$ cat src/rtl/qlv_pkg.sv
`timescale 1ns / 1ps
// Shared codes for the quorum lock voter: message kinds in and reply kinds out.
// No dependencies; imported by the voter top level.
package qlv_pkg;

	typedef logic [1:0] op_t;
	typedef logic [1:0] kind_t;

	// incoming message kinds
	localparam op_t OP_REQUEST    = 2'd0;
	localparam op_t OP_RELEASE    = 2'd1;
	localparam op_t OP_RELINQUISH = 2'd2;
	localparam op_t OP_UNUSED     = 2'd3;

	// reply kinds
	localparam kind_t KIND_GRANT   = 2'd0;
	localparam kind_t KIND_FAILED  = 2'd1;
	localparam kind_t KIND_INQUIRE = 2'd2;

endpackage

$ cat src/rtl/qlv_cell.sv
`timescale 1ns / 1ps
// One wait slot of the voter queue plus one registered step of the search chain.
// Standalone; chained QUEUE_DEPTH times by quorum_lock_voter.
module qlv_cell #(
	parameter int QUEUE_DEPTH = 32,
	parameter int ID_BITS     = 6,
	parameter int CELL_IDX    = 0
) (
	input  logic clk,
	input  logic arst_n,
	input  logic [$clog2(QUEUE_DEPTH)-1:0] set_idx,
	input  logic [$clog2(QUEUE_DEPTH)-1:0] clr_idx,
	input  logic                           set_en,
	input  logic                           clr_en,
	input  logic [ID_BITS-1:0]             set_val,
	input  logic [2*$clog2(QUEUE_DEPTH)+ID_BITS+1:0] carry_in,
	output logic [2*$clog2(QUEUE_DEPTH)+ID_BITS+1:0] carry_out
);

	localparam int IDX_W = $clog2(QUEUE_DEPTH);
	localparam logic [IDX_W-1:0] MY_IDX = IDX_W'(CELL_IDX);

	typedef struct packed {
		logic               has_min;
		logic [ID_BITS-1:0] min_id;
		logic [IDX_W-1:0]   min_idx;
		logic               has_empty;
		logic [IDX_W-1:0]   empty_idx;
	} carry_t;

	logic [ID_BITS-1:0] slot_q;
	carry_t cin;
	carry_t cnext;
	carry_t cout_q;

	assign cin = carry_t'(carry_in);
	assign carry_out = cout_q;

	// hold the slot; a set wins over a clear at the same index
	always_ff @(posedge clk or negedge arst_n) begin
		if (!arst_n) begin
			slot_q <= '0;
		end else if (set_en && set_idx == MY_IDX) begin
			slot_q <= set_val;
		end else if (clr_en && clr_idx == MY_IDX) begin
			slot_q <= '0;
		end
	end

	// fold this slot into the running minimum and first-empty search
	always_comb begin
		cnext = cin;
		if (slot_q != '0 && (!cin.has_min || slot_q < cin.min_id)) begin
			cnext.has_min = 1'b1;
			cnext.min_id  = slot_q;
			cnext.min_idx = MY_IDX;
		end
		if (slot_q == '0 && !cin.has_empty) begin
			cnext.has_empty = 1'b1;
			cnext.empty_idx = MY_IDX;
		end
	end

	// advance the search one cell per cycle
	always_ff @(posedge clk or negedge arst_n) begin
		if (!arst_n) begin
			cout_q <= '0;
		end else begin
			cout_q <= cnext;
		end
	end

endmodule

$ cat src/rtl/quorum_lock_voter.sv
`timescale 1ns / 1ps
// Flow: a message is taken in ST_IDLE, the search wave walks the chain of wait-slot
// cells one cell per cycle in ST_SCAN, and ST_DECIDE loads the reply buffer that
// drives out_valid once that buffer is empty. No new message is taken until the
// decision is made; ignored messages skip the search.
// Replies (up to two) sit in a two-entry output buffer, so the next message is
// taken while they drain. Async reset empties every slot and frees the lock.
module quorum_lock_voter #(
	parameter int QUEUE_DEPTH = 32,
	parameter int ID_BITS     = 6
) (
	input  logic                clk,
	input  logic                arst_n,
	input  logic                in_valid,
	output logic                in_ready,
	input  qlv_pkg::op_t        op,
	input  logic [ID_BITS-1:0]  node_id,
	output logic                out_valid,
	input  logic                out_ready,
	output logic [ID_BITS-1:0]  dest_id,
	output qlv_pkg::kind_t      kind,
	output logic                last,
	output logic                queue_full
);

	import qlv_pkg::*;

	localparam int IDX_W = $clog2(QUEUE_DEPTH);
	localparam int CW    = 2 * IDX_W + ID_BITS + 2;

	localparam logic [1:0] ST_IDLE   = 2'd0;
	localparam logic [1:0] ST_SCAN   = 2'd1;
	localparam logic [1:0] ST_DECIDE = 2'd2;

	typedef struct packed {
		logic               has_min;
		logic [ID_BITS-1:0] min_id;
		logic [IDX_W-1:0]   min_idx;
		logic               has_empty;
		logic [IDX_W-1:0]   empty_idx;
	} carry_t;

	typedef struct packed {
		logic               set_en;
		logic               clr_en;
		logic [IDX_W-1:0]   set_idx;
		logic [IDX_W-1:0]   clr_idx;
		logic [ID_BITS-1:0] set_val;
	} slot_wr_t;

	typedef struct packed {
		logic [ID_BITS-1:0] dest;
		kind_t              kind;
		logic               last;
		logic               full;
	} reply_t;

	logic [1:0]         state_q;
	logic [IDX_W-1:0]   cnt_q;
	op_t                op_q;
	logic [ID_BITS-1:0] sender_q;
	logic               held_q;
	logic [ID_BITS-1:0] holder_q;
	logic               inq_q;
	logic [1:0]         ob_cnt_q;
	reply_t             ob0_q;
	reply_t             ob1_q;

	logic [CW-1:0] carry [QUEUE_DEPTH+1];
	carry_t        scan;
	slot_wr_t      wr;
	slot_wr_t      cell_wr;
	reply_t        r0;
	reply_t        r1;
	logic [1:0]    rep_n;
	logic          held_d;
	logic [ID_BITS-1:0] holder_d;
	logic          inq_d;
	logic          fire;
	logic          in_xfer;
	logic          out_xfer;

	// chain of wait-slot cells
	assign carry[0] = '0;
	for (genvar i = 0; i < QUEUE_DEPTH; i++) begin : g_cell
		qlv_cell #(
			.QUEUE_DEPTH(QUEUE_DEPTH),
			.ID_BITS    (ID_BITS),
			.CELL_IDX   (i)
		) u_cell (
			.clk      (clk),
			.arst_n   (arst_n),
			.set_idx  (cell_wr.set_idx),
			.clr_idx  (cell_wr.clr_idx),
			.set_en   (cell_wr.set_en),
			.clr_en   (cell_wr.clr_en),
			.set_val  (cell_wr.set_val),
			.carry_in (carry[i]),
			.carry_out(carry[i+1])
		);
	end
	assign scan = carry_t'(carry[QUEUE_DEPTH]);

	assign in_ready = (state_q == ST_IDLE);
	assign in_xfer  = in_valid && in_ready;
	assign out_valid = (ob_cnt_q != 2'd0);
	assign out_xfer  = out_valid && out_ready;
	assign fire      = (state_q == ST_DECIDE) && (ob_cnt_q == 2'd0);
	assign cell_wr   = fire ? wr : '0;

	assign dest_id    = ob0_q.dest;
	assign kind       = ob0_q.kind;
	assign last       = ob0_q.last;
	assign queue_full = ob0_q.full;

	// decide replies and queue updates from the finished search
	always_comb begin
		rep_n    = 2'd0;
		r0       = '0;
		r1       = '0;
		wr       = '0;
		held_d   = held_q;
		holder_d = holder_q;
		inq_d    = inq_q;
		unique case (op_q)
			OP_REQUEST: begin
				if (!held_q) begin
					r0       = '{dest: sender_q, kind: KIND_GRANT, last: 1'b0, full: 1'b0};
					rep_n    = 2'd1;
					held_d   = 1'b1;
					holder_d = sender_q;
				end else if (!scan.has_empty) begin
					r0    = '{dest: sender_q, kind: KIND_FAILED, last: 1'b0, full: 1'b1};
					rep_n = 2'd1;
				end else begin
					wr.set_en  = 1'b1;
					wr.set_idx = scan.empty_idx;
					wr.set_val = sender_q;
					if ((scan.has_min && scan.min_id < sender_q) || sender_q > holder_q) begin
						r0    = '{dest: sender_q, kind: KIND_FAILED, last: 1'b0, full: 1'b0};
						rep_n = 2'd1;
					end else if ((!scan.has_min || scan.min_id > sender_q)
							&& sender_q < holder_q) begin
						if (scan.has_min && scan.min_id < holder_q) begin
							r0    = '{dest: scan.min_id, kind: KIND_FAILED, last: 1'b0,
								full: 1'b0};
							rep_n = 2'd1;
						end
						if (!inq_q) begin
							inq_d = 1'b1;
							if (rep_n == 2'd0) begin
								r0 = '{dest: holder_q, kind: KIND_INQUIRE, last: 1'b0,
									full: 1'b0};
							end else begin
								r1 = '{dest: holder_q, kind: KIND_INQUIRE, last: 1'b0,
									full: 1'b0};
							end
							rep_n = rep_n + 2'd1;
						end
					end
				end
			end
			OP_RELEASE: begin
				held_d = 1'b0;
				inq_d  = 1'b0;
				if (scan.has_min) begin
					wr.clr_en  = 1'b1;
					wr.clr_idx = scan.min_idx;
					r0         = '{dest: scan.min_id, kind: KIND_GRANT, last: 1'b0, full: 1'b0};
					rep_n      = 2'd1;
					held_d     = 1'b1;
					holder_d   = scan.min_id;
				end
			end
			OP_RELINQUISH: begin
				inq_d  = 1'b0;
				held_d = 1'b1;
				rep_n  = 2'd1;
				if (!scan.has_min) begin
					r0       = '{dest: sender_q, kind: KIND_GRANT, last: 1'b0, full: 1'b0};
					holder_d = sender_q;
				end else begin
					r0         = '{dest: scan.min_id, kind: KIND_GRANT, last: 1'b0, full: 1'b0};
					holder_d   = scan.min_id;
					wr.set_en  = 1'b1;
					wr.set_val = sender_q;
					// the freed slot is reused when it is the first empty one
					if (!scan.has_empty || scan.min_idx < scan.empty_idx) begin
						wr.set_idx = scan.min_idx;
					end else begin
						wr.set_idx = scan.empty_idx;
						wr.clr_en  = 1'b1;
						wr.clr_idx = scan.min_idx;
					end
				end
			end
			default: begin
				rep_n = 2'd0;
			end
		endcase
		if (rep_n == 2'd1) begin
			r0.last = 1'b1;
		end
		if (rep_n == 2'd2) begin
			r1.last = 1'b1;
		end
	end

	// sequence: take a message, let the search wave cross the chain, decide
	always_ff @(posedge clk or negedge arst_n) begin
		if (!arst_n) begin
			state_q  <= ST_IDLE;
			cnt_q    <= '0;
			op_q     <= OP_REQUEST;
			sender_q <= '0;
		end else begin
			unique case (state_q)
				ST_IDLE: begin
					if (in_xfer && node_id != '0 && op != OP_UNUSED) begin
						op_q     <= op;
						sender_q <= node_id;
						cnt_q    <= '0;
						state_q  <= ST_SCAN;
					end
				end
				ST_SCAN: begin
					if (cnt_q == IDX_W'(QUEUE_DEPTH - 1)) begin
						state_q <= ST_DECIDE;
					end else begin
						cnt_q <= cnt_q + 1'b1;
					end
				end
				ST_DECIDE: begin
					if (fire) begin
						state_q <= ST_IDLE;
					end
				end
				default: begin
					state_q <= ST_IDLE;
				end
			endcase
		end
	end

	// lock state
	always_ff @(posedge clk or negedge arst_n) begin
		if (!arst_n) begin
			held_q   <= 1'b0;
			holder_q <= '0;
			inq_q    <= 1'b0;
		end else if (fire) begin
			held_q   <= held_d;
			holder_q <= holder_d;
			inq_q    <= inq_d;
		end
	end

	// two-entry reply buffer: load when empty, drop the head on each transfer
	always_ff @(posedge clk or negedge arst_n) begin
		if (!arst_n) begin
			ob_cnt_q <= 2'd0;
		end else if (fire) begin
			ob_cnt_q <= rep_n;
		end else if (out_xfer) begin
			ob_cnt_q <= ob_cnt_q - 2'd1;
		end
	end

	always_ff @(posedge clk) begin
		if (fire) begin
			ob0_q <= r0;
			ob1_q <= r1;
		end else if (out_xfer) begin
			ob0_q <= ob1_q;
		end
	end

	// a free lock has no outstanding inquiry
	assert property (@(posedge clk) disable iff (!arst_n) !held_q |-> !inq_q)
		else $error("inquiry flagged while lock is free");

	// a held lock always names a real holder
	assert property (@(posedge clk) disable iff (!arst_n) held_q |-> holder_q != '0)
		else $error("lock held with no holder");

	// a decision with replies shows them in the next cycle
	assert property (@(posedge clk) disable iff (!arst_n)
		(fire && rep_n != 2'd0) |=> out_valid)
		else $error("replies lost after decision");

	// the lone buffered reply is the final one of its message
	assert property (@(posedge clk) disable iff (!arst_n) (ob_cnt_q == 2'd1) |-> ob0_q.last)
		else $error("single buffered reply not marked last");

	// a full-queue flag rides only on a failed reply
	assert property (@(posedge clk) disable iff (!arst_n)
		(out_valid && queue_full) |-> (kind == KIND_FAILED))
		else $error("queue_full on a reply that is not failed");

endmodule
$ cat config.mk
export PLATFORM = sky130hd
export DESIGN_NAME = quorum_lock_voter
export DESIGN_NICKNAME = d
export VERILOG_FILES = /design/src/rtl/qlv_pkg.sv /design/src/rtl/qlv_cell.sv /design/src/rtl/quorum_lock_voter.sv
export SDC_FILE = /design/constraint.sdc
export NUM_CORES = 1
export LEC_CHECK = 0
export ABC_AREA = 1
export BUFFER_PORTS_ARGS = -buffer_cell sky130_fd_sc_hd__buf_2
export CELL_PAD_IN_SITES_DETAIL_PLACEMENT = 1
export CELL_PAD_IN_SITES_GLOBAL_PLACEMENT = 1
export CORE_UTILIZATION = 45
export CTS_CLUSTER_SIZE = 8
export DETAILED_ROUTE_END_ITERATION = 8
export PLACE_DENSITY_LB_ADDON = 0.1
export SYNTH_ARGS = -nofsm -noshare
export SYNTH_HDL_FRONTEND = slang
export SYNTH_SLANG_ARGS = --single-unit
$ cat constraint.sdc
create_clock -name clk -period 2.4 [get_ports clk]
set_input_delay 0.48 -clock clk [delete_from_list [all_inputs] [get_ports clk]]
set_output_delay 0.48 -clock clk [all_outputs]
set_load 0.03 [all_outputs]
* Yosys cells after proc, flatten, opt, wreduce, memory -nomap -nowiden
Index checks and enable logic that the tools add are counted.
Storage, ports and cells: output and inout bits 12, register bits 813, bits of input ports 12, logic and storage cells 881
Operators by class: add/subtract/negate cells 3, $lt $le $gt $ge 37, reduce and logical (&&, ||, !) cells 351, equality and inequality tests 80, bitwise gates (word level) 4, multiplexer cells 198
Operator list (count):
- $mux 6 | 101
- $mux 12 | 32
- $lt 6x6->1 | 34
- $reduce_bool 6->1 | 33
- $logic_not 6->1 | 32
- $eq 5x5->1 const B | 33
- $logic_and 1x1->1 | 134
- $mux 10 | 11
- $eq 5x4->1 const B | 16
- $reduce_bool 2->1 | 37
- $logic_not 1->1 | 64
- $mux 2 | 21
- $eq 5x3->1 const B | 8
- $mux 18 | 2
- $mux 5 | 7
- $logic_or 1x1->1 | 34
- $pmux 10 s3 | 1
- $pmux 5 s2 | 3
- $eq 5x2->1 const B | 4
- $pmux 6 s3 | 1
- $ne 2x2->1 const B | 8
- $gt 6x6->1 | 2
- $pmux 2 s3 | 2
- $pmux 6 s2 | 1
- 22 further kinds | 52

* Logic depth before layout (Yosys ltp)
Gate-level depths: netlist (run 1).
depth after elaboration 18, mapped depth 17

* By module
Synthesis (run 1) repeated with hierarchy kept, for this count alone.
Unflattened totals: cell total of the unflattened synthesis 4311, area, all modules 38295.5 um^2
By module, submodules not included:
- qlv_cell at g_cell[10].u_cell ... | area an instance 1099.8 um^2, instances 7, cells an instance 121, seq. area each 600.6 um^2
- qlv_cell at g_cell[23].u_cell ... | area an instance 1097.3 um^2, instances 4, cells an instance 119, seq. area each 600.6 um^2
- qlv_cell at g_cell[21].u_cell ... | area an instance 1086.0 um^2, instances 4, cells an instance 122, seq. area each 600.6 um^2
- qlv_cell at g_cell[20].u_cell ... | area an instance 1098.6 um^2, instances 3, cells an instance 120, seq. area each 600.6 um^2
- quorum_lock_voter | area an instance 3281.9 um^2, instances 1, cells an instance 440, seq. area each 1166.1 um^2
- qlv_cell at g_cell[16].u_cell ... | area an instance 1091.0 um^2, instances 3, cells an instance 120, seq. area each 600.6 um^2
- qlv_cell at g_cell[1].u_cell ... | area an instance 1101.1 um^2, instances 2, cells an instance 125, seq. area each 600.6 um^2
- qlv_cell at g_cell[13].u_cell ... | area an instance 1084.8 um^2, instances 2, cells an instance 122, seq. area each 600.6 um^2
- qlv_cell at g_cell[11].u_cell ... | area an instance 1076.0 um^2, instances 2, cells an instance 120, seq. area each 600.6 um^2
- qlv_cell at g_cell[19].u_cell ... | area an instance 1072.3 um^2, instances 2, cells an instance 119, seq. area each 600.6 um^2
- qlv_cell at g_cell[31].u_cell | area an instance 1137.3 um^2, instances 1, cells an instance 124, seq. area each 600.6 um^2
- qlv_cell at g_cell[0].u_cell | area an instance 1106.1 um^2, instances 1, cells an instance 122, seq. area each 600.6 um^2
- qlv_cell at g_cell[15].u_cell | area an instance 1101.1 um^2, instances 1, cells an instance 122, seq. area each 600.6 um^2

* Worst setup path before layout (run 1)
Ideal clock, no wire load.
path kind register to register, start point register g_cell[31].u_cell.cout_q (netlist bit g_cell[31].u_cell.carry_out[16]), end point register ob1_q[1] (netlist bit) (data pin), arrival time 2.116 ns, library setup time 0.254 ns, period minus slack after synthesis 2.370 ns, cell stages (with the launch flop) 14, setup slack 0.030 ns, path through dfrtp_1 ha_1 nand2_1 a21oi_1 nor2_1 nand2_1 clkbuf_1 inv_1 ha_1 or2_2 nand2_1 nand2_1 nand2_1 nor2_1
On the way: longest elaborated chain between the ends 16
Ends and longest elaborated chain:
- start: declaration | line qlv_cell.sv:34 | carry_t cout_q;
- start signal: assignment | line qlv_cell.sv:69 | cout_q <= cnext;
- $lt 6x6->1 | line quorum_lock_voter.sv:144 | if (scan.has_min && scan.min_id < holder_q) begin
- $logic_and 1x1->1 | line quorum_lock_voter.sv:144
- $mux 1 | line quorum_lock_voter.sv:144
- $mux 2 | line quorum_lock_voter.sv:142 | end else if ((!scan.has_min || scan.min_id > sender_q)
- $mux 2 | line quorum_lock_voter.sv:139 | if ((scan.has_min && scan.min_id < sender_q) || sender_q > holder_q) begin
- $mux 2 | line quorum_lock_voter.sv:132 | end else if (!scan.has_empty) begin
- $mux 2 | line quorum_lock_voter.sv:127 | if (!held_q) begin
- $mux 2 | line quorum_lock_voter.sv:125 | unique case (op_q)
- $add 2x1->2 | line quorum_lock_voter.sv:158 | rep_n = rep_n + 2'd1;
- $mux 2 | line quorum_lock_voter.sv:149 | if (!inq_q) begin
- $mux 2 | line quorum_lock_voter.sv:142
- $mux 2 | line quorum_lock_voter.sv:139
- $mux 2 | line quorum_lock_voter.sv:132
- $mux 2 | line quorum_lock_voter.sv:127
- $pmux 2 s3 | line quorum_lock_voter.sv:125
- $eq 2x2->1 | line quorum_lock_voter.sv:204 | if (rep_n == 2'd2) begin
- end signal: assignment | line quorum_lock_voter.sv:272 | ob1_q <= r1;
- end: declaration | line quorum_lock_voter.sv:67 | reply_t ob1_q;
Parallel ways exist; a longest one is shown, timed or not. The select of a mux whose other input is x is not followed. A chain may end at the register's enable or synchronous reset.

* Final worst setup path (run 1)
start point register g_cell[31].u_cell.cout_q (netlist bit g_cell[31].u_cell.carry_out[9]), end point register g_cell[0].u_cell.slot_q[0]
On the way: longest elaborated chain between the ends 9
Ends and longest elaborated chain:
- $lt 5x5->1 | line quorum_lock_voter.sv:188 | if (!scan.has_empty || scan.min_idx < scan.empty_idx) begin
- $logic_or 1x1->1 | line quorum_lock_voter.sv:188
- $mux 5 | line quorum_lock_voter.sv:188
- $mux 18 | line quorum_lock_voter.sv:179 | if (!scan.has_min) begin
- $pmux 5 s2 | line quorum_lock_voter.sv:125
- $mux 18 * | line quorum_lock_voter.sv:109 | assign cell_wr = fire ? wr : '0;
- $logic_not 5->1, on equally long branches | line qlv_cell.sv:43, qlv_cell.sv:45
- $logic_and 1x1->1, on equally long branches | line qlv_cell.sv:43, qlv_cell.sv:45
- $mux 6 or $reduce_bool 2->1 (tied branches)
- end signal: assignment | line qlv_cell.sv:44 | slot_q <= set_val;
- end: declaration | line qlv_cell.sv:31 | logic [ID_BITS-1:0] slot_q;
Every way passes the cells marked *; elsewhere a longest branch is shown, timed or not.

==> impl_summary.md, run 1 <==
Global routing
In the global route stage, met3 resource usage came out at 0.0342. The number of antenna violations at the first check in global routing was 0. The met2 layer usage reported by global route is 0.451.

The aggregate global routing overflow is 0. The pin count of the biggest net entering global routing is 97. The first global-routing pass estimated roughly 150000 um of wire. The met1 routing resource usage after global routing is 0.325. In this run the most used layer during global routing was met2. Across every metal layer, demand over resource in global routing totals 0.255. The via count of the first global-routing pass is approximately 28000.

Power
The power per cell area is 704 nW/um2. Across the VDD grid, the largest voltage drop is 686 uV. The analysis attributes to cell leakage a power of roughly 0.020 uW.

The design draws 28400 uW.

Drt
The number of nets with antenna violations after detailed routing is 0. The number of detailed-routing iterations run before antenna repair is 5. The total via count in the routed design is 25500. The number of DRC markers in iteration 0 is 1501. In the final routed layout, each cell accounts on average for roughly 20 um. The mean number of vias per cell is ~5.3. After detailed routing, the total wire length is 95300 um. The post-detailed-route DRC marker count is 0.

Setup path
Data on the critical path is required at its endpoint by 2980 ps. In this run the critical register-to-register path is launched from g_cell[31].u_cell.carry_out[9]$_DFF_PN0_. The element type at the critical path end is a register.

The arrival time at the worst endpoint is 3030 ps. The cell count of the worst reg-to-reg path is 15. The maximum fanout along the worst path is 7. STA classifies the critical path startpoint as a register. In this run the register-to-register setup slack is -50 ps. By startpoint and endpoint, the worst setup path is classified as reg2reg.

In this run the critical register-to-register path is captured at g_cell[0].u_cell.slot_q[0]$_DFFE_PN0P_.

Die
Row generation in the floorplan step produced 99 rows. Measured along the y axis, the die boundary spans around 270 um. For this configuration, the core starts out at a cell density of 0.454.

The floorplan die width is approximately 270 um. The floorplan core area is 73000 um2. The I/O pin total is 24. The floorplan die area is 74700 um2.

Clocking
The CTS root buffer is sky130_fd_sc_hd__clkbuf_16. TritonCTS built the clock tree. The longest clock path from root to sink contains 3 buffers. The clock latency reported for the late side of the worst-skew pair is 650 ps. The clock tree synthesis step divided the H-tree into 3 levels. CTS saw 749 sinks. Counting the buffers created by CTS gives about 100. After clock tree synthesis, the clock-pin slew on the worst setup and hold paths is about 50 ps.

Logic synthesis
The main combinational cell family by area after synthesis is simple AND/OR/NAND/NOR gates. The cell area that synthesis handed to floorplanning was 33100 um2. The complex-gate fraction of the synthesized area came to 0.0681. Averaged over all synthesized cells, the footprint is 9.32 um2. In this run, synthesis produced a sequential element count of approximately 750. By area the synthesized netlist is led by sky130_fd_sc_hd__dfrtp_1, sky130_fd_sc_hd__nand2_1, sky130_fd_sc_hd__ha_1. Synthesis instantiated 44 different standard cells from the library.

The simple-gate area share of the yosys netlist is 0.227. The number of synthesized flops with an enable pin is 18. After synthesis, the share of flip-flops with an asynchronous set or reset is 0.976. Summed over all instances, the cell type with the most area after synthesis is sky130_fd_sc_hd__dfrtp_1.

The number of nets in the synthesized netlist is 3753. The fraction of synthesized cell area taken by the top area cell type is 0.552. The sequential fraction of the synthesis area is 0.568.

For this run, the leading register cell type out of synthesis is sky130_fd_sc_hd__dfrtp_1. Synthesis produced 3555 cells. Yosys printed 0 warnings. The share of synthesized cell area in full adder, half adder and majority cells is 0.0702. Measured against the total synthesized area, the mux share comes to 0. The post-synthesis xor/xnor area fraction is 0.

Timing
The total count of hold-check failures in the final report is 0. Of the available clock period, the critical path in the final layout requires 1.02. The worst hold slack is 105 ps. The worst pin sits at a relative slew slack of 0.655.

The total of endpoints with negative setup slack in the final report is 39. After routing, the total negative slack on setup checks comes to -578 ps. The highest clock frequency the design can meet is 0.408 GHz. The count of pins over their slew limit was 0. The post-layout worst setup margin is -51.3 ps. The smallest clock period supported by the final layout is computed as ~2500 ps. Setup repair after global routing could not meet its margin everywhere.

For the pin with the worst max-slew slack, the measured transition is between 500 and 600 ps. Between clock sinks in the finished design, the worst skew comes to 24.1 ps.

Min path
The class of the tightest hold or removal check is in2reg. In this run the most critical hold path is launched from op[0]. The worst hold path cell count is 3. The endpoint of the worst hold-timing path is op_q[0]$_DFFE_PN0P_.

Cells and area
Of the cells placed in the final design, the portion with a size suffix greater than 1 is 0.208. The filler cells instantiated in the layout total 8078. The final-stage net count is roughly 4000.

The post-route cell area is between 40000 and 50000 um2. The layout overhead on the synthesized area is 21.8%. Once layout is complete, the utilization of the core stands at 0.553. The number of antenna repair diodes is 0.

Run
Across the run, the number of max-cap violations was 0.

Placement
The port buffer count is 23. Summed over all nets, the half-perimeter wirelength after detailed placement is 67000 um. The last weighted congestion value of the routability-driven placer is 0.904. Once placement finished, the instance area stood at 35900 um2.

Run status
The final reports fail on negative setup slack. The flow ran to the end, but the final reports show violations.
## registers in the layout (all words and copies together), names as in the netlist, 2 cells and up
register and cells:
g_cell.u_cell.carry_out 514, g_cell.u_cell.slot_q 192, ob1_q 8, dest_id 6
holder_q 6, sender_q 6, cnt_q 5, kind 2
ob_cnt_q 2, op_q 2, state_q 2
## kinds of logic after synthesis
kind of cell,Yosys count
DFF,749
buffers and inverters,571
adders and majority gates,186
AOI/OAI and AO/OA,411
and+or+nand+nor,1638
## per-stage QoR
stage	instances	setup WS (ps)
3_3_place_gp	4648	-63.2
5_1_grt	4793	-150
2_1_floorplan	3555	30.1
3_5_place_dp	4648	-183
6_report	4793	-51.3
4_1_cts	4767	-19.8
## cells in the mapped netlist, types with 2 or more instances
cell type,number
sky130_fd_sc_hd__a22oi_1,3
sky130_fd_sc_hd__nor2_2,11
sky130_fd_sc_hd__clkbuf_1,42
sky130_fd_sc_hd__nand4_1,66
sky130_fd_sc_hd__nand3_4,11
sky130_fd_sc_hd__a21oi_1,126
sky130_fd_sc_hd__nand3b_1,3
sky130_fd_sc_hd__nor3_2,3
sky130_fd_sc_hd__or2_2,157
sky130_fd_sc_hd__inv_2,28
sky130_fd_sc_hd__nor3_4,2
sky130_fd_sc_hd__nand2_2,16
sky130_fd_sc_hd__o21ai_0,222
sky130_fd_sc_hd__o211ai_1,6
sky130_fd_sc_hd__nand3_1,250
sky130_fd_sc_hd__nor2_1,248
sky130_fd_sc_hd__dfrtp_1,731
sky130_fd_sc_hd__nand3_2,18
sky130_fd_sc_hd__nand2_1,836
sky130_fd_sc_hd__o21ai_1,4
sky130_fd_sc_hd__buf_4,3
sky130_fd_sc_hd__o21ai_2,2
sky130_fd_sc_hd__nor2_8,2
sky130_fd_sc_hd__a31oi_1,3
sky130_fd_sc_hd__o21bai_1,6
sky130_fd_sc_hd__inv_1,486
sky130_fd_sc_hd__edfxtp_1,18
sky130_fd_sc_hd__clkinv_1,5
sky130_fd_sc_hd__nor2_4,9
sky130_fd_sc_hd__o221ai_1,36
sky130_fd_sc_hd__nand2_4,3
sky130_fd_sc_hd__buf_6,2
sky130_fd_sc_hd__ha_1,186
## critical path: stages (launching register included)
cell and delay, ps:
sky130_fd_sc_hd__dfrtp_1 430, sky130_fd_sc_hd__ha_4 300, sky130_fd_sc_hd__nand2_4 60, sky130_fd_sc_hd__nor2_4 80, sky130_fd_sc_hd__nand2_2 70, sky130_fd_sc_hd__nand3_4 140
sky130_fd_sc_hd__nand2_8 120, sky130_fd_sc_hd__o21ai_4 230, sky130_fd_sc_hd__inv_2 90, sky130_fd_sc_hd__nand2_8 110, sky130_fd_sc_hd__nand2_8 90, sky130_fd_sc_hd__buf_6 140
sky130_fd_sc_hd__nor2_4 170, sky130_fd_sc_hd__buf_6 170, sky130_fd_sc_hd__nand3_2 80, sky130_fd_sc_hd__nand2_2 90
## routing by layer
metal / vias to the layer above / routed length (um)
met5: - / 0
met3: 197 / 3020
li1: 11900 / -
met1: 13000 / 40600
met4: 0 / 2690
met2: 388 / 49000
## how the worst max path moves through the flow
stage	startpoint	endpoint	slack [ps]	cells after the start
2_1_floorplan	g_cell[31].u_cell.carry_out[16]$_DFF_PN0_	ob1_q[1]$_SDFFCE_PN1P_	30	13
3_3_place_gp	op_q[0]$_DFFE_PN0P_	g_cell[13].u_cell.slot_q[1]$_DFFE_PN0P_	-60	14
3_5_place_dp	op_q[0]$_DFFE_PN0P_	g_cell[7].u_cell.slot_q[0]$_DFFE_PN0P_	-180	13
4_1_cts	g_cell[31].u_cell.carry_out[4]$_DFF_PN0_	g_cell[22].u_cell.slot_q[5]$_DFFE_PN0P_	-20	17
5_1_grt	g_cell[31].u_cell.carry_out[4]$_DFF_PN0_	g_cell[0].u_cell.slot_q[0]$_DFFE_PN0P_	-150	16
6_report	g_cell[31].u_cell.carry_out[9]$_DFF_PN0_	g_cell[0].u_cell.slot_q[0]$_DFFE_PN0P_	-50	15
## placed cells by master, fill, tap and decap left out, types with 3 or more instances in the layout
master	instances
sky130_fd_sc_hd__dfrtp_1	725
sky130_fd_sc_hd__a21oi_1	124
sky130_fd_sc_hd__o21ai_1	4
sky130_fd_sc_hd__a31oi_1	3
sky130_fd_sc_hd__nand2_8	9
sky130_fd_sc_hd__a21oi_4	3
sky130_fd_sc_hd__inv_2	23
sky130_fd_sc_hd__nand4_1	66
sky130_fd_sc_hd__or2_2	156
sky130_fd_sc_hd__clkinv_1	4
sky130_fd_sc_hd__o211ai_1	6
sky130_fd_sc_hd__nand2_1	743
sky130_fd_sc_hd__nor2_1	236
sky130_fd_sc_hd__nor3_4	5
sky130_fd_sc_hd__nand3b_1	3
sky130_fd_sc_hd__inv_1	468
sky130_fd_sc_hd__edfxtp_1	18
sky130_fd_sc_hd__nand3_1	186
sky130_fd_sc_hd__inv_4	15
sky130_fd_sc_hd__dfrtp_2	6
sky130_fd_sc_hd__ha_1	175
sky130_fd_sc_hd__inv_8	4
sky130_fd_sc_hd__o21bai_1	5
sky130_fd_sc_hd__nor2_4	22
sky130_fd_sc_hd__clkbuf_16	107
sky130_fd_sc_hd__buf_6	31
sky130_fd_sc_hd__buf_2	22
sky130_fd_sc_hd__nand2_2	75
sky130_fd_sc_hd__o221ai_1	36
sky130_fd_sc_hd__buf_12	39
sky130_fd_sc_hd__clkbuf_1	5
sky130_fd_sc_hd__o21ai_0	220
sky130_fd_sc_hd__ha_4	9
sky130_fd_sc_hd__nand3_2	63
sky130_fd_sc_hd__nand2_4	28
sky130_fd_sc_hd__nor2_2	10
sky130_fd_sc_hd__nand3_4	30
sky130_fd_sc_hd__inv_6	8
sky130_fd_sc_hd__a22oi_1	3
sky130_fd_sc_hd__buf_4	118
## repair_timing
item | 4_1_cts | 5_1_grt
hold endpoints to repair | 41 | 0
resized for setup | 58 | 310
cloned | 0 | 2
setup endpoints to repair | 183 | 214
buffers inserted | 4 | 24
hold buffers | 1 | 0
pin swaps | 11 | 156
## power breakdown
| group | switching, uW | leakage [uW] | internal [uW] |
|---|---|---|---|
| Clock | 5160 | 0.00133 | 7690 |
| Sequential | 161 | 0.0102 | 12900 |
| Combinational | 1620 | 0.00896 | 897 |
| Total | 6950 | 0.0205 | 21500 |
## cell type report
cell class / instances / area [um2] / share of cell area
sequential: 749 / 18800 / 0.467
multi-input combinational: 2235 / 13400 / 0.331
clock buffer: 111 / 2670 / 0.0662
timing repair buffer: 214 / 2190 / 0.0543
inverter: 521 / 2060 / 0.0511
tap: 959 / 1200 / 0.0297
clock inverter: 3 / 33.8 / 0.000837
timing repair inverter: 1 / 11.3 / 0.000279
Power figures use the tool's default switching activity.
==> run 2, diff against run 1 <==
--- a/config.mk
+++ b/config.mk
@@ -7,12 +7,10 @@
 export LEC_CHECK = 0
 export ABC_AREA = 1
 export BUFFER_PORTS_ARGS = -buffer_cell sky130_fd_sc_hd__buf_2
-export CELL_PAD_IN_SITES_DETAIL_PLACEMENT = 1
-export CELL_PAD_IN_SITES_GLOBAL_PLACEMENT = 1
-export CORE_UTILIZATION = 45
+export CORE_UTILIZATION = 50
 export CTS_CLUSTER_SIZE = 8
 export DETAILED_ROUTE_END_ITERATION = 8
-export PLACE_DENSITY_LB_ADDON = 0.1
+export PLACE_DENSITY = 0.68
 export SYNTH_ARGS = -nofsm -noshare
 export SYNTH_HDL_FRONTEND = slang
 export SYNTH_SLANG_ARGS = --single-unit
==> impl_summary.md, run 2 (synthesis results as in run 1) <==
Drt
The amount of wire on met2 after detailed routing came to 35800 um (-27%). The wire length after detailed routing was 74900 um (-21%). The routed length on met1 is 32900 um (-19%). The number of DRC markers in iteration 0 is 1709 (+14%). The routed length per instance is 16.0 um (-19%). The number of nets with antenna violations after detailed routing is 0 (unchanged). The post-detailed-route DRC marker count is 0 (unchanged). The detailed-routed wire length on met3 came to 4030 um (+34%).

The mean number of vias per cell was 5.11 (-3.8%). The total via count in the routed design is 23900 (-6.2%). The number of detailed-routing iterations run before antenna repair was 7 (+2). After detailed routing, no signal wire sits above met5.

Timing
The count of pins over their slew limit is 0 (unchanged). The worst hold slack is 105 ps (+0.407 ps). The minimum clock period after layout is 2440 ps (-8.50 ps). The share of the cycle needed by the critical path after routing is 1.02 (-0.00354). The worst-margin pin slew is 664 ps (+147 ps). Setup repair after global routing could not meet its margin everywhere. The highest clock frequency the design can meet is 0.409 GHz (+0.35%). The total of endpoints with negative setup slack in the final report was 38 (-2.6%). The headroom to the max-slew limit is 0.557 (-0.0981). The total count of hold-check failures in the final report is 0 (unchanged). The post-layout worst setup margin came to -42.8 ps (+8.50 ps).

The setup clock skew after layout is 29.7 ps (+5.67 ps).

Die
The floorplan die area was 67300 um2 (-9.9%). The floorplan core area was 65600 um2 (-10%). The die height came to 259 um (-5.1%). The I/O pin total is 24 (unchanged). The number of rows in the core area is 94 (-5.1%). The floorplan die width came to 259 um (-5.1%). The starting utilization of the core area came to 0.505 (+0.0507).

Clocking
The worst-case clock buffer depth was 3 (unchanged). The deepest level of the CTS H-tree is 3 (unchanged). The clock-pin slew on the worst setup and hold paths is 50 ps (about the same). The number of buffers added by the clock tree synthesis step is 103 (unchanged). The total number of clock tree sinks is 749 (unchanged). Clock tree synthesis selected as its root buffer the cell sky130_fd_sc_hd__clkbuf_16. TritonCTS built the clock tree. The clock latency reported for the late side of the worst-skew pair was 660 ps (about the same).

Setup path
The arrival time at the worst endpoint is 3020 ps (about the same). The delay of the slowest cell on the worst path came to 420 ps (about the same). In this design, the critical path's most frequently occurring cell is sky130_fd_sc_hd__nand2_4. The critical path goes through ha_4 > nand2_4 > nor2_4 > nand2_2 > nand3_4 > nand2_8 > nand2_4 > nand2_4 > buf_6 > a21oi_4 > nand2_4 > buf_6 > nor3_4 > buf_6 > nand2_2 > nand2_1.

STA classifies the critical path endpoint as a register. The maximum fanout along the worst path is 7 (unchanged). In this run the worst setup path begins at g_cell[31].u_cell.carry_out[10]$_DFF_PN0_. The data required time of the critical path was 2980 ps (about the same). The critical path buffer and inverter count is 3 (unchanged).

In this run the critical register-to-register path is launched from g_cell[31].u_cell.carry_out[10]$_DFF_PN0_. The setup path with the least slack is of type reg2reg. In this design, the largest share of critical-path delay is due to simple AND/OR/NAND/NOR gates.

The critical-path cell with the highest stage delay is sky130_fd_sc_hd__dfrtp_1. The worst setup path is launched from a register.

Global routing
The pin count of the biggest net entering global routing is 119 (+23%). The aggregate global routing overflow is 0 (unchanged). The via count of the first global-routing pass is 23800 (-16%). The overall global routing resource usage is 0.231 (-0.0244). The number of antenna violations at the first check in global routing is 1 (+1). The wire length of the first global-routing pass is 123000 um (-18%).

Power
The power per cell area is 713 nW/um2 (+1.3%). The peak supply drop is 652 uV (-5.0%). The leakage power figure was 0.0202 uW (-1.4%).

The total power was 27900 uW (-1.8%).

Min path
The startpoint of the lowest-slack hold path is op[0]. The min-delay analysis places its worst path in the category in2reg.

Cells and area
The post-layout instance count excluding filler cells came to 4673 (-2.5%). The final-stage net count is 3997 (-0.65%). Leaving out fill and tap cells, the most frequent cell in the layout is sky130_fd_sc_hd__nand2_1. The number of antenna repair diodes is 0 (unchanged).

Relative to the synthesized area, the layout overhead comes to 18.0%. The number of fillers in the final layout was 5401 (-33%). The fraction of final layout cells sized beyond drive strength 1 was 0.172 (-0.0359).

The top cell types in the final layout, fill and taps aside, are sky130_fd_sc_hd__nand2_1, sky130_fd_sc_hd__dfrtp_1, sky130_fd_sc_hd__inv_1. The number of flip-flops under the largest register name is 514 (unchanged).

Placement
The instance count after placement with tap cells included is 4536 (-2.4%). The last weighted congestion value of the routability-driven placer came to 0.911 (+0.67%). The detailed-placement wirelength estimate was 53400 um (-20%). The port buffer count was 23 (unchanged).

Run
The count of maximum capacitance violations is 0 (unchanged).

Run status
The final reports fail on negative setup slack. The run finished, with violations left.
==> run 2: cell count changes in the layout (fill, tap and decap cells not counted), moves of 10 or more <==
cell / previous run / this run
sky130_fd_sc_hd__nand2_1: 743 / 794
sky130_fd_sc_hd__nand3_1: 186 / 229
sky130_fd_sc_hd__nand2_2: 75 / 39
sky130_fd_sc_hd__nand3_2: 63 / 30
sky130_fd_sc_hd__buf_6: 31 / 14
sky130_fd_sc_hd__inv_1: 468 / 478
sky130_fd_sc_hd__nand3_4: 30 / 20
==> run 2: per-layer routing <==
metal,vias to the layer above,GRT usage
met2,549,0.377
met4,2,0.0745
li1,11800,-
met3,145,0.0426
met5,-,0
met1,11400,0.312
==> run 2: report_power, final <==
group	switching (uW)	leakage, uW	internal (uW)	total, uW
Clock	5040	0.00133	7600	12600
Combinational	1440	0.00866	756	2200
Sequential	154	0.0102	12900	13000
==> run 2: repair_timing <==
item | in CTS | in global routing
resized for setup | 32 | 128
hold endpoints to repair | 14 | 0
hold buffers | 1 | 0
setup buffers | 3 | 18
endpoints found under the setup margin | 141 | 209
pin swaps | 11 | 54
==> run 2: cell type report <==
cell class                 instances  area (um2)  share of cell area
tap                              864        1080              0.0276
sequential                       749       18800               0.482
inverter                         521        2000              0.0510
clock inverter                     5        88.8             0.00227
multi-input combinational       2235       12700               0.324
clock buffer                     110        2630              0.0671
timing repair buffer             189        1810              0.0464
==> run 2: worst paths after layout <==
path                                                       endpoint  slack (ps)  cells after the start
max                         g_cell[13].u_cell.slot_q[5]$_DFFE_PN0P_         -40                     16
min                                             op_q[0]$_DFFE_PN0P_         110                      3
max reg2reg                 g_cell[13].u_cell.slot_q[5]$_DFFE_PN0P_         -40                     16
min reg2reg                g_cell[0].u_cell.carry_out[16]$_DFF_PN0_         400                      0
max in group asynchronous  g_cell[21].u_cell.carry_out[3]$_DFF_PN0_        1150                      3
min in group asynchronous                   holder_q[4]$_DFFE_PN0P_         290                      2
==> run 2: per-stage QoR <==
stage	util	TNS (ps)	instance area, um2	setup WS (ps)
5_1_grt	0.596	-11970	39100	-129
6_report	0.596	-514	39100	-42.8
4_1_cts	0.586	-6.45	38500	-3.85
2_1_floorplan	-	0	33100	30.1
3_3_place_gp	0.542	-75.7	35600	-9.15
3_5_place_dp	0.542	-2730	35600	-86.3
==> run 2: worst reg2reg max path: stages, from the launching register on <==
cell,delay (ps)
sky130_fd_sc_hd__dfrtp_1,420
sky130_fd_sc_hd__ha_4,310
sky130_fd_sc_hd__nand2_4,60
sky130_fd_sc_hd__nor2_4,100
sky130_fd_sc_hd__nand2_2,80
sky130_fd_sc_hd__nand3_4,140
sky130_fd_sc_hd__nand2_8,100
sky130_fd_sc_hd__nand2_4,80
sky130_fd_sc_hd__nand2_4,40
sky130_fd_sc_hd__buf_6,110
sky130_fd_sc_hd__a21oi_4,200
sky130_fd_sc_hd__nand2_4,110
sky130_fd_sc_hd__buf_6,150
sky130_fd_sc_hd__nor3_4,180
sky130_fd_sc_hd__buf_6,170
sky130_fd_sc_hd__nand2_2,60
sky130_fd_sc_hd__nand2_1,70
